==> config.mk <==
export PLATFORM = sky130hd
export DESIGN_NAME = button_press_classifier
export DESIGN_NICKNAME = d
export VERILOG_FILES = /design/src/rtl/bpc_pkg.sv /design/src/rtl/bpc_cfg.sv /design/src/rtl/bpc_core.sv /design/src/rtl/button_press_classifier.sv
export SDC_FILE = /design/constraint.sdc
export NUM_CORES = 1
export LEC_CHECK = 0
export ABC_AREA = 0
export BUFFER_PORTS_ARGS = -buffer_cell sky130_fd_sc_hd__buf_2
export CAP_MARGIN = 20
export CORE_MARGIN = 3
export CORE_UTILIZATION = 35
export CTS_BUF_LIST = sky130_fd_sc_hd__clkbuf_8
export DETAILED_ROUTE_END_ITERATION = 8
export PLACE_DENSITY = 0.61
export SLEW_MARGIN = 25
export SYNTH_ARGS = -nofsm -noshare
export SYNTH_HDL_FRONTEND = slang
export SYNTH_SLANG_ARGS = --single-unit
export TNS_END_PERCENT = 5
==> constraint.sdc <==
create_clock -name clk -period 22.7 [get_ports clk]
set_input_delay 4.54 -clock clk [delete_from_list [all_inputs] [get_ports clk]]
set_output_delay 4.54 -clock clk [all_outputs]
set_load 0.05 [all_outputs]
==> src/rtl/bpc_pkg.sv <==
// Package for the button press classifier: state encoding, configuration
// and result structs, register indexes and reset values.
// No dependencies; every other file of the block imports it.
package bpc_pkg;

	// Configuration register indexes, as seen on the write port.
	typedef enum logic [2:0] {
		CFG_ACTIVE_LEVEL     = 3'd0,
		CFG_DEBOUNCE_TIME    = 3'd1,
		CFG_LONG_PRESS_TIME  = 3'd2,
		CFG_POWER_OFF_TIME   = 3'd3,
		CFG_POWER_OFF_ENABLE = 3'd4
	} cfg_idx_t;

	localparam logic        RST_ACTIVE_LEVEL     = 1'b0;
	localparam logic [31:0] RST_DEBOUNCE_TIME    = 32'd50;
	localparam logic [31:0] RST_LONG_PRESS_TIME  = 32'd1000;
	localparam logic [31:0] RST_POWER_OFF_TIME   = 32'd3000;
	localparam logic        RST_POWER_OFF_ENABLE = 1'b0;

	// External state codes reported on state_code.
	localparam logic [2:0] CODE_RELEASED    = 3'd0;
	localparam logic [2:0] CODE_DEBOUNCING  = 3'd1;
	localparam logic [2:0] CODE_PRESSED     = 3'd2;
	localparam logic [2:0] CODE_LONG        = 3'd3;
	localparam logic [2:0] CODE_POWEROFF    = 3'd4;
	localparam logic [2:0] CODE_OFFIDLE     = 3'd5;
	localparam logic [2:0] CODE_OFFWAKE     = 3'd6;
	localparam logic [2:0] CODE_RELDEBOUNCE = 3'd7;

	// Internal one-hot state encoding.
	typedef enum logic [7:0] {
		ST_RELEASED    = 8'b0000_0001,
		ST_DEBOUNCING  = 8'b0000_0010,
		ST_PRESSED     = 8'b0000_0100,
		ST_LONG        = 8'b0000_1000,
		ST_POWEROFF    = 8'b0001_0000,
		ST_OFFIDLE     = 8'b0010_0000,
		ST_OFFWAKE     = 8'b0100_0000,
		ST_RELDEBOUNCE = 8'b1000_0000
	} state_t;

	// Register values the core uses, plus the power-off arming and window.
	typedef struct packed {
		logic        active_level;
		logic [31:0] debounce_time;
		logic [31:0] long_press_time;
		logic        po_armed;
		logic [31:0] po_window;
	} cfg_t;

	// One result item.
	typedef struct packed {
		logic        press_event;
		logic        long_press_event;
		logic        power_off_event;
		logic        wake_event;
		logic        short_press_event;
		logic        release_event;
		logic        is_pressed;
		logic [2:0]  state_code;
		logic [31:0] held_time;
	} res_t;

	function automatic logic [2:0] state_code_of(state_t st);
		logic [2:0] code;
		unique case (st)
			ST_RELEASED:    code = CODE_RELEASED;
			ST_DEBOUNCING:  code = CODE_DEBOUNCING;
			ST_PRESSED:     code = CODE_PRESSED;
			ST_LONG:        code = CODE_LONG;
			ST_POWEROFF:    code = CODE_POWEROFF;
			ST_OFFIDLE:     code = CODE_OFFIDLE;
			ST_OFFWAKE:     code = CODE_OFFWAKE;
			ST_RELDEBOUNCE: code = CODE_RELDEBOUNCE;
			default:        code = CODE_RELEASED;
		endcase
		return code;
	endfunction

endpackage

==> src/rtl/bpc_cfg.sv <==
// Configuration register file for the button press classifier.
// Holds the five writable registers and derives the power-off window.
// Depends on bpc_pkg.
module bpc_cfg
	import bpc_pkg::*;
(
	input  logic        clk,
	input  logic        arst_n,
	input  logic        cfg_we,
	input  logic [2:0]  cfg_index,
	input  logic [31:0] cfg_data,
	output cfg_t        cfg
);

	logic        active_level_q;
	logic [31:0] debounce_time_q;
	logic [31:0] long_press_time_q;
	logic [31:0] power_off_time_q;
	logic        power_off_enable_q;

	always_ff @(posedge clk or negedge arst_n) begin
		if (!arst_n) begin
			active_level_q     <= RST_ACTIVE_LEVEL;
			debounce_time_q    <= RST_DEBOUNCE_TIME;
			long_press_time_q  <= RST_LONG_PRESS_TIME;
			power_off_time_q   <= RST_POWER_OFF_TIME;
			power_off_enable_q <= RST_POWER_OFF_ENABLE;
		end else if (cfg_we) begin
			unique case (cfg_index)
				CFG_ACTIVE_LEVEL:     active_level_q     <= cfg_data[0];
				CFG_DEBOUNCE_TIME:    debounce_time_q    <= cfg_data;
				CFG_LONG_PRESS_TIME:  long_press_time_q  <= cfg_data;
				CFG_POWER_OFF_TIME:   power_off_time_q   <= cfg_data;
				CFG_POWER_OFF_ENABLE: power_off_enable_q <= cfg_data[0];
				default: ;
			endcase
		end
	end

	// The long-press state only times out into power-off when the total hold
	// is strictly longer than the long-press threshold.
	always_comb begin
		cfg.active_level    = active_level_q;
		cfg.debounce_time   = debounce_time_q;
		cfg.long_press_time = long_press_time_q;
		cfg.po_armed        = power_off_enable_q && (power_off_time_q > long_press_time_q);
		cfg.po_window       = power_off_time_q - long_press_time_q;
	end

endmodule

==> src/rtl/bpc_core.sv <==
// State machine of the button press classifier: state registers and the
// combinational next-state and result logic for one pin sample.
// Depends on bpc_pkg.
module bpc_core
	import bpc_pkg::*;
(
	input  logic        clk,
	input  logic        arst_n,
	input  logic        step,
	input  logic        pin_level,
	input  logic [31:0] now_ms,
	input  cfg_t        cfg,
	output res_t        res
);

	state_t      state_q, state_d;
	logic [31:0] entry_q, entry_d;
	logic [31:0] change_q, change_d;
	logic        was_long_q, was_long_d;
	logic        wake_seen_q, wake_seen_d;

	logic        raw;
	logic [31:0] in_state;
	logic [31:0] since_change;
	logic        debounced;

	assign raw          = (pin_level == cfg.active_level);
	assign in_state     = now_ms - entry_q;
	assign since_change = now_ms - change_q;
	assign debounced    = (since_change >= cfg.debounce_time);

	always_comb begin
		state_d     = state_q;
		change_d    = change_q;
		was_long_d  = was_long_q;
		wake_seen_d = wake_seen_q;
		res         = '0;
		unique case (state_q)
			ST_RELEASED: begin
				if (raw) begin
					was_long_d = 1'b0;
					change_d   = now_ms;
					state_d    = ST_DEBOUNCING;
				end
			end
			ST_DEBOUNCING: begin
				if (!raw) begin
					state_d = ST_RELEASED;
				end else if (debounced) begin
					state_d         = ST_PRESSED;
					res.press_event = 1'b1;
				end
			end
			ST_PRESSED: begin
				if (!raw) begin
					change_d = now_ms;
					state_d  = ST_RELDEBOUNCE;
				end else if (in_state >= cfg.long_press_time) begin
					was_long_d           = 1'b1;
					state_d              = ST_LONG;
					res.long_press_event = 1'b1;
				end
			end
			ST_LONG: begin
				if (!raw) begin
					change_d = now_ms;
					state_d  = ST_RELDEBOUNCE;
				end else if (cfg.po_armed && (in_state >= cfg.po_window)) begin
					state_d             = ST_POWEROFF;
					res.power_off_event = 1'b1;
				end
			end
			ST_POWEROFF: begin
				if (!raw) begin
					state_d = ST_OFFIDLE;
				end
			end
			ST_OFFIDLE: begin
				// The first pressed sample only stamps the time of the edge.
				if (!raw) begin
					wake_seen_d = 1'b0;
				end else if (!wake_seen_q) begin
					wake_seen_d = 1'b1;
					change_d    = now_ms;
				end else if (debounced) begin
					wake_seen_d    = 1'b0;
					res.wake_event = 1'b1;
					state_d        = ST_OFFWAKE;
				end
			end
			ST_OFFWAKE: begin
				if (!raw) begin
					state_d = ST_RELEASED;
				end
			end
			ST_RELDEBOUNCE: begin
				// A bounce back returns to where the press was before.
				if (raw) begin
					state_d = was_long_q ? ST_LONG : ST_PRESSED;
				end else if (debounced) begin
					state_d               = ST_RELEASED;
					res.short_press_event = !was_long_q;
					res.release_event     = 1'b1;
				end
			end
			default: begin
				state_d = ST_RELEASED;
			end
		endcase

		entry_d = (state_d != state_q) ? now_ms : entry_q;

		res.is_pressed = (state_d == ST_PRESSED) || (state_d == ST_LONG) ||
			(state_d == ST_POWEROFF) || (state_d == ST_OFFWAKE);
		res.state_code = state_code_of(state_d);
		res.held_time  = now_ms - entry_d;
	end

	always_ff @(posedge clk or negedge arst_n) begin
		if (!arst_n) begin
			state_q     <= ST_RELEASED;
			entry_q     <= '0;
			change_q    <= '0;
			was_long_q  <= 1'b0;
			wake_seen_q <= 1'b0;
		end else if (step) begin
			state_q     <= state_d;
			entry_q     <= entry_d;
			change_q    <= change_d;
			was_long_q  <= was_long_d;
			wake_seen_q <= wake_seen_d;
		end
	end

endmodule

==> src/rtl/button_press_classifier.sv <==
// Top level of the button press classifier: input register, state machine
// core, configuration registers and result register.
// Depends on bpc_pkg, bpc_cfg and bpc_core.
//
// The block takes one transaction per clock on the input channel while results
// drain, each a raw pin sample with a wrapping 32-bit millisecond timestamp, and
// returns exactly one result transaction for it. A sample is captured in the
// input register on acceptance and is classified there by the state machine.
// Its result is loaded into the output register when the sample moves on, held
// back while the result register is full and not being drained; out_valid then
// rises and the result is taken when the output side is ready. Input and output
// are pipelined: a new sample is taken in every cycle as long as the result
// register is empty or being emptied in the same cycle, and the sustained rate
// is one transaction per clock. That rate is set by the state update in the
// core, which advances the debouncer by exactly one sample per clock in which
// a sample moves on. Events (press, long press, power off, wake, short press,
// release) are flags inside one result; is_pressed, state_code and held_time
// describe the state after the sample. All elapsed times are wrapping 32-bit
// differences, so timestamps may roll over freely. Configuration registers are
// written through a plain write port (index 0 active level, 1 debounce time,
// 2 long-press time, 3 power-off time, 4 power-off enable) and must only be
// changed while no transaction is in flight; writes to other indexes are
// ignored. After reset the machine is in the released state with its state
// entry time at zero.
module button_press_classifier
	import bpc_pkg::*;
(
	input  logic        clk,
	input  logic        arst_n,
	// configuration
	input  logic        cfg_we,
	input  logic [2:0]  cfg_index,
	input  logic [31:0] cfg_data,
	// input channel
	input  logic        in_valid,
	output logic        in_ready,
	input  logic        pin_level,
	input  logic [31:0] now_ms,
	// output channel
	output logic        out_valid,
	input  logic        out_ready,
	output logic        press_event,
	output logic        long_press_event,
	output logic        power_off_event,
	output logic        wake_event,
	output logic        short_press_event,
	output logic        release_event,
	output logic        is_pressed,
	output logic [2:0]  state_code,
	output logic [31:0] held_time
);

	cfg_t        cfg;
	res_t        res;
	res_t        res_s2;
	logic        valid_s1;
	logic        pin_level_s1;
	logic [31:0] now_ms_s1;
	logic        valid_s2;
	logic        advance;

	// The sample in the input register moves on when the result register is
	// free or is being drained in this cycle.
	assign advance  = valid_s1 && (!valid_s2 || out_ready);
	assign in_ready = !valid_s1 || advance;

	bpc_cfg u_cfg (
		.clk       (clk),
		.arst_n    (arst_n),
		.cfg_we    (cfg_we),
		.cfg_index (cfg_index),
		.cfg_data  (cfg_data),
		.cfg       (cfg)
	);

	bpc_core u_core (
		.clk       (clk),
		.arst_n    (arst_n),
		.step      (advance),
		.pin_level (pin_level_s1),
		.now_ms    (now_ms_s1),
		.cfg       (cfg),
		.res       (res)
	);

	always_ff @(posedge clk or negedge arst_n) begin
		if (!arst_n) begin
			valid_s1 <= 1'b0;
		end else if (in_ready) begin
			valid_s1 <= in_valid;
		end
	end

	always_ff @(posedge clk) begin
		if (in_valid && in_ready) begin
			pin_level_s1 <= pin_level;
			now_ms_s1    <= now_ms;
		end
	end

	always_ff @(posedge clk or negedge arst_n) begin
		if (!arst_n) begin
			valid_s2 <= 1'b0;
		end else if (advance) begin
			valid_s2 <= 1'b1;
		end else if (out_ready) begin
			valid_s2 <= 1'b0;
		end
	end

	always_ff @(posedge clk) begin
		if (advance) begin
			res_s2 <= res;
		end
	end

	assign out_valid         = valid_s2;
	assign press_event       = res_s2.press_event;
	assign long_press_event  = res_s2.long_press_event;
	assign power_off_event   = res_s2.power_off_event;
	assign wake_event        = res_s2.wake_event;
	assign short_press_event = res_s2.short_press_event;
	assign release_event     = res_s2.release_event;
	assign is_pressed        = res_s2.is_pressed;
	assign state_code        = res_s2.state_code;
	assign held_time         = res_s2.held_time;

	// At most one distinct event per result; a short press always comes with
	// its release.
	a_one_event: assert property (@(posedge clk) disable iff (!arst_n)
		out_valid |-> $onehot0({press_event, long_press_event, power_off_event,
			wake_event, release_event}))
		else $error("more than one event in one result");

	a_short_has_release: assert property (@(posedge clk) disable iff (!arst_n)
		(out_valid && short_press_event) |-> release_event)
		else $error("short press without release");

	// Every event comes with a state change, so the hold time restarts.
	a_event_restarts_hold: assert property (@(posedge clk) disable iff (!arst_n)
		(out_valid && (press_event || long_press_event || power_off_event ||
			wake_event || release_event)) |-> (held_time == '0))
		else $error("event without a fresh state entry");

	a_press_state: assert property (@(posedge clk) disable iff (!arst_n)
		(out_valid && press_event) |-> (is_pressed && (state_code == CODE_PRESSED)))
		else $error("press event outside the pressed state");

	// A sample is only taken into a full input register when it moves on.
	a_no_overwrite: assert property (@(posedge clk) disable iff (!arst_n)
		(in_valid && in_ready && valid_s1) |-> advance)
		else $error("input register overwritten");

endmodule

Word level (Yosys, flattened, before mapping) --
Cells that the tools add are included.
Operators by class: bitwise logic cells 2, multiplexer cells 36, $add $sub $neg 4, magnitude comparators 4, reductions and logical operators 31, eq/ne operators 27
Operators by type and width (number):
- $mux W32 | 5
- $sub A32 B32 Y32 | 4
- $mux W8 | 14
- $ge A32 B32 Y1 | 3
- $pmux W32 S3 | 1
- $pmux W8 S8 | 1
- $gt A32 B32 Y1 | 1
- $pmux W3 S7 | 1
- $reduce_and A2 Y1 | 9
- $eq A8 B2 Y1 const B | 2
- $eq A8 B3 Y1 const B | 2
- $eq A8 B4 Y1 const B | 2
- $eq A8 B5 Y1 const B | 2
- $eq A8 B6 Y1 const B | 2
- $eq A8 B7 Y1 const B | 2
- $eq A8 B8 Y1 const B | 2
- $mux W1 | 12
- $eq A8 B1 Y1 const B | 1
- $ne A2 B1 Y1 const B | 4
- $ne A8 B8 Y1 | 1
- $eq A3 B2 Y1 const B | 2
- $reduce_and A6 Y1 | 1
- $logic_or A1 B1 Y1 | 5
- $reduce_and A5 Y1 | 1
- other kinds (15) | 24
Storage, ports and cells: word-level logic and storage cells 127, output and inout bits 44, bits in registers 249, input port bits 73

Depth between registers and ports, before layout --
depth after elaboration 10, gate-level depth with buffers 38

Hierarchy --
Synthesis repeated with hierarchy kept, for this count alone.
Second synthesis, totals: cells, all modules 2010, area, all modules 18680.4 sq um
Modules (own cells, without submodules):
- bpc_core | instances 1, area each 11004.3 sq um, cells each 1415
- bpc_cfg | instances 1, area each 5320.1 sq um, cells each 512
- button_press_classifier | instances 1, area each 2356.0 sq um, cells each 83

Least setup slack after synthesis --
OpenSTA, ideal clock, no wires.
path kind input to output, from in out_ready, to out in_ready, path slack 13.137 ns, data required time 18.160 ns, arrival 5.023 ns, cell stages on the path 1, path buffers 0, cell sequence nand3b_1
On the way: cells in the longest elaborated chain, start to end 3
RTL lines:
- start: declaration | line button_press_classifier.sv:41 | input logic out_ready,
- $logic_or A1 B1 Y1 | line button_press_classifier.sv:64 | assign advance = valid_s1 && (!valid_s2 || out_ready);
- $logic_and A1 B1 Y1 | line button_press_classifier.sv:64
- $logic_or A1 B1 Y1 | line button_press_classifier.sv:65 | assign in_ready = !valid_s1 || advance;
- end: declaration | line button_press_classifier.sv:36 | output logic in_ready,
No other way between the ends.

Final worst setup path --
Same ends and word-level chain as after synthesis.

==> results.sh <==
export IMPL_status="finished clean"
export IMPL_postCtsSetupBuffers=0
export IMPL_p_leak_nw=9.40
export IMPL_cts_buffer_depth=3
export IMPL_synth_seq_cells=249
export IMPL_post_route_period_util_pct=42.2
export IMPL_drive_above_1_share_pct=14.8
export IMPL_dr_pass1_iters=5
export IMPL_synthCells=1925
export IMPL_cpMostUsedCell="buf_2"
export IMPL_final_instance_count_excl_fill=2760
export IMPL_arrival_ns=5.04
export IMPL_dieWidth_um=233
export IMPL_finalMaxSlewViolations=0
export IMPL_antenna_left=0
export IMPL_r2r_end="held_time[27]$_DFFE_PP_"
export IMPL_max_freq_mhz=104
export IMPL_cts_buffers=47
export IMPL_r2r_start="now_ms_s1[0]$_DFFE_PP_"
export IMPL_synth_cell_type_count=77
export IMPL_peakVddDrop_v=0.0000755
export IMPL_hold_violations=0
export IMPL_tns_ns=0
export IMPL_postLayoutCoreUtil_pct=40.0
export IMPL_drt_iter0_drc=858
export IMPL_hold_depth=1
export IMPL_dieArea_um2=54300
export IMPL_worstMarginPinSlew_ns=0.927
export IMPL_die_y_um=233
export IMPL_wl_per_cell_um=16.8
export IMPL_synth_area_um2=18100
export IMPL_finClkSkew_ns=0.0307
export IMPL_async_flop_share_pct=69.9
export IMPL_gp_congestion=0.880
export IMPL_start_util_pct=35.7
export IMPL_required_ns=18.16
export IMPL_design_power_total_mw=3.53
export IMPL_synth_seq_area_share_pct=36.7
export IMPL_tritoncts="built"
export IMPL_grt_usage_pct=17.1
export IMPL_overflow=0
export IMPL_grt_max_degree=68
export IMPL_syn_area_per_cell_um2=9.38
export IMPL_synth_warnings=0
export IMPL_start_kind="primary input"
export IMPL_routed_wl_mm=46.3
export IMPL_drv_cap=0
export IMPL_pin_count=117
export IMPL_holdWs_ns=0.491
export IMPL_vias=14200
export IMPL_worstHoldStart="valid_s1$_DFFE_PN0N_"
export IMPL_cts_resized=0
export IMPL_max_stage_delay_ns=0.23
export IMPL_synth_nets=2223
export IMPL_criticalPathCategory="primary input to output port"
export IMPL_cp_max_fo=3
export IMPL_reg2regPathDepth=35
export IMPL_dp_hpwl_mm=35.9
export IMPL_worst_setup_path_end_kind="output port"
export IMPL_finalNetCount=2347
export IMPL_area_growth_pct=12.0
export IMPL_cts_root_buf="clkbuf_8"
export IMPL_core_um2=50600
export IMPL_clock_sinks=249
export IMPL_place_inst=2672
export IMPL_cts_htree_levels=2
export IMPL_clock_latency_ns=0.63
export IMPL_grt_pass1_vias=14300
export IMPL_antenna_cells=0
export IMPL_drc=0
export IMPL_port_buffers=116
export IMPL_crit_slowest_cell="buf_2"
export IMPL_num_rows=82
export IMPL_finalSetupViolCount=0
export IMPL_antenna_found_initial=0
export IMPL_min_to="out_valid$_DFFE_PN0P_"
export IMPL_rsz0062_at_grt="false"
export IMPL_finalCriticalPeriod_ns=9.58
export IMPL_r2r_slack_ns=13.16
export IMPL_synth_edf_count=75
export IMPL_viasPerCell=5.15
export IMPL_clk_pin_slew_ns=0.06
export IMPL_powerDensity_nw_per_um2=175
export IMPL_cts_hold_buf=0
export IMPL_hold_class="flop to flop"
export IMPL_grt_pass1_wl_mm=74.6
export IMPL_slew_headroom_pct=38.2
export IMPL_path_cells="buf_2 -> nand3b_1 -> buf_2"
export IMPL_synthFlopType="dfrtp_1"
[cells by family after synthesis]
| kind of cell | count (synthesis) | share of synthesized area (%) |
|---|---|---|
| AO/OA/AOI/OAI | 558 | 19.2 |
| AND/OR/NAND/NOR | 492 | 12.9 |
| flip-flops | 249 | 36.7 |
| adder cells (fa/ha/maj) | 225 | 15.8 |
| buffers and inverters | 213 | 4.69 |
| XOR/XNOR | 116 | 5.63 |
| multiplexers | 72 | 5.11 |
[sequential cells by signal, summed over array words and instances (netlist names), 3 cells and up]
signal,count
held_time,32
u_cfg.power_off_time_q,32
now_ms_s1,32
state_code,3
u_core.entry_q,32
u_core.state_q,8
u_cfg.debounce_time_q,32
u_cfg.long_press_time_q,32
u_core.change_q,32
[layout make-up]
| cell class | instances | area [µm²] |
|---|---|---|
| Inverter | 162 | 608 |
| Tap cell | 672 | 841 |
| Timing Repair Buffer | 126 | 662 |
| Clock buffer | 51 | 702 |
| Sequential cell | 249 | 6630 |
| Fill cell | 5049 | 30400 |
| Clock inverter | 37 | 175 |
| Multi-Input combinational cell | 1463 | 10600 |
[report_power, final]
part,total (mW),switching [mW],internal (mW)
Clock,0.411,0.202,0.210
Combinational,2.40,1.40,0.999
Sequential,0.719,0.0645,0.654
[cell usage in the layout (no fill, tap or decap), drive strengths merged, types with 4 or more instances in the layout]
cell type | Yosys | routed
ha | 221 | 221
inv | 161 | 185
nand2 | 177 | 177
o21ai | 162 | 162
a21oi | 161 | 161
dfrtp | 157 | 157
buf | 12 | 126
nor2 | 119 | 119
a21o | 95 | 95
xnor2 | 77 | 77
edfxtp | 75 | 75
mux2 | 72 | 72
clkbuf | 39 | 51
xor2 | 39 | 39
nand4 | 28 | 28
nand3 | 28 | 28
nand2b | 27 | 27
nor3 | 26 | 26
nor2b | 21 | 21
o21bai | 17 | 17
dfstp | 17 | 17
o21a | 15 | 15
and3 | 14 | 14
a211oi | 14 | 14
o211ai | 14 | 14
a31oi | 13 | 13
clkinv | 1 | 13
or2 | 10 | 10
or3 | 9 | 9
and2 | 8 | 8
a211o | 7 | 7
and4 | 6 | 6
o31ai | 6 | 6
a221o | 5 | 5
nor4 | 5 | 5
nor3b | 4 | 4
o22ai | 4 | 4
fa | 4 | 4
[through the flow]
step	instance area, µm²	setup slack [ns]
after detailed placement	19300	13.11
after floorplan	18100	13.14
after global routing	20200	12.45
after global placement	19300	13.12
final	20200	13.12
after CTS	20200	13.11
[worst max-delay path, delay by kind of cell]
kind	cells	cell delay, ns
buffers and inverters	2	0.33
and+or+nand+nor	1	0.17
[cell usage after synthesis, types with 5 or more instances]
cell type    n  share of area [%]
a211o_1      7               0.34
a211oi_1    14               0.58
a21o_1      95                3.9
a21oi_1    161                4.5
a221o_1      5               0.28
a31oi_1     13               0.45
and2_1       7               0.24
and3_1      14               0.49
and4_1       6               0.29
buf_6        6               0.37
clkbuf_1    39               0.81
dfrtp_1    157                 22
dfstp_2     17                2.5
edfxtp_1    75                 12
ha_1       221                 15
inv_1      161                3.3
mux2_2      42                2.6
mux2_4      30                2.5
nand2_1    177                3.7
nand2b_1    27               0.94
nand3_1     28               0.78
nand4_1     28               0.97
nor2_1     119                2.5
nor2b_1     21               0.73
nor3_1      25               0.69
nor4_1       5               0.17
o211ai_1    12               0.50
o21a_1      15               0.62
o21ai_0    161                4.5
o21bai_1    17               0.71
o31ai_1      6               0.25
or2_2        9               0.31
or3_1        9               0.31
xnor2_1     77                3.7
xor2_1      39                1.9
[metal layers]
metal  track usage (%)  part of all wire [%]
met5                 0                     0
met4              5.48                   2.6
met3              2.41                   3.4
met2              30.2                    50
met1              21.5                    44
[how the worst max path moves through the flow]
stage | startpoint | endpoint | cells after the start
6_report | out_ready | in_ready | 3
5_1_grt | now_ms_s1[0]$_DFFE_PP_ | held_time[27]$_DFFE_PP_ | 35
4_1_cts | out_ready | in_ready | 3
3_5_place_dp | out_ready | in_ready | 3
3_3_place_gp | out_ready | in_ready | 3
2_1_floorplan | out_ready | in_ready | 1
(Power assumes the default switching activity.)
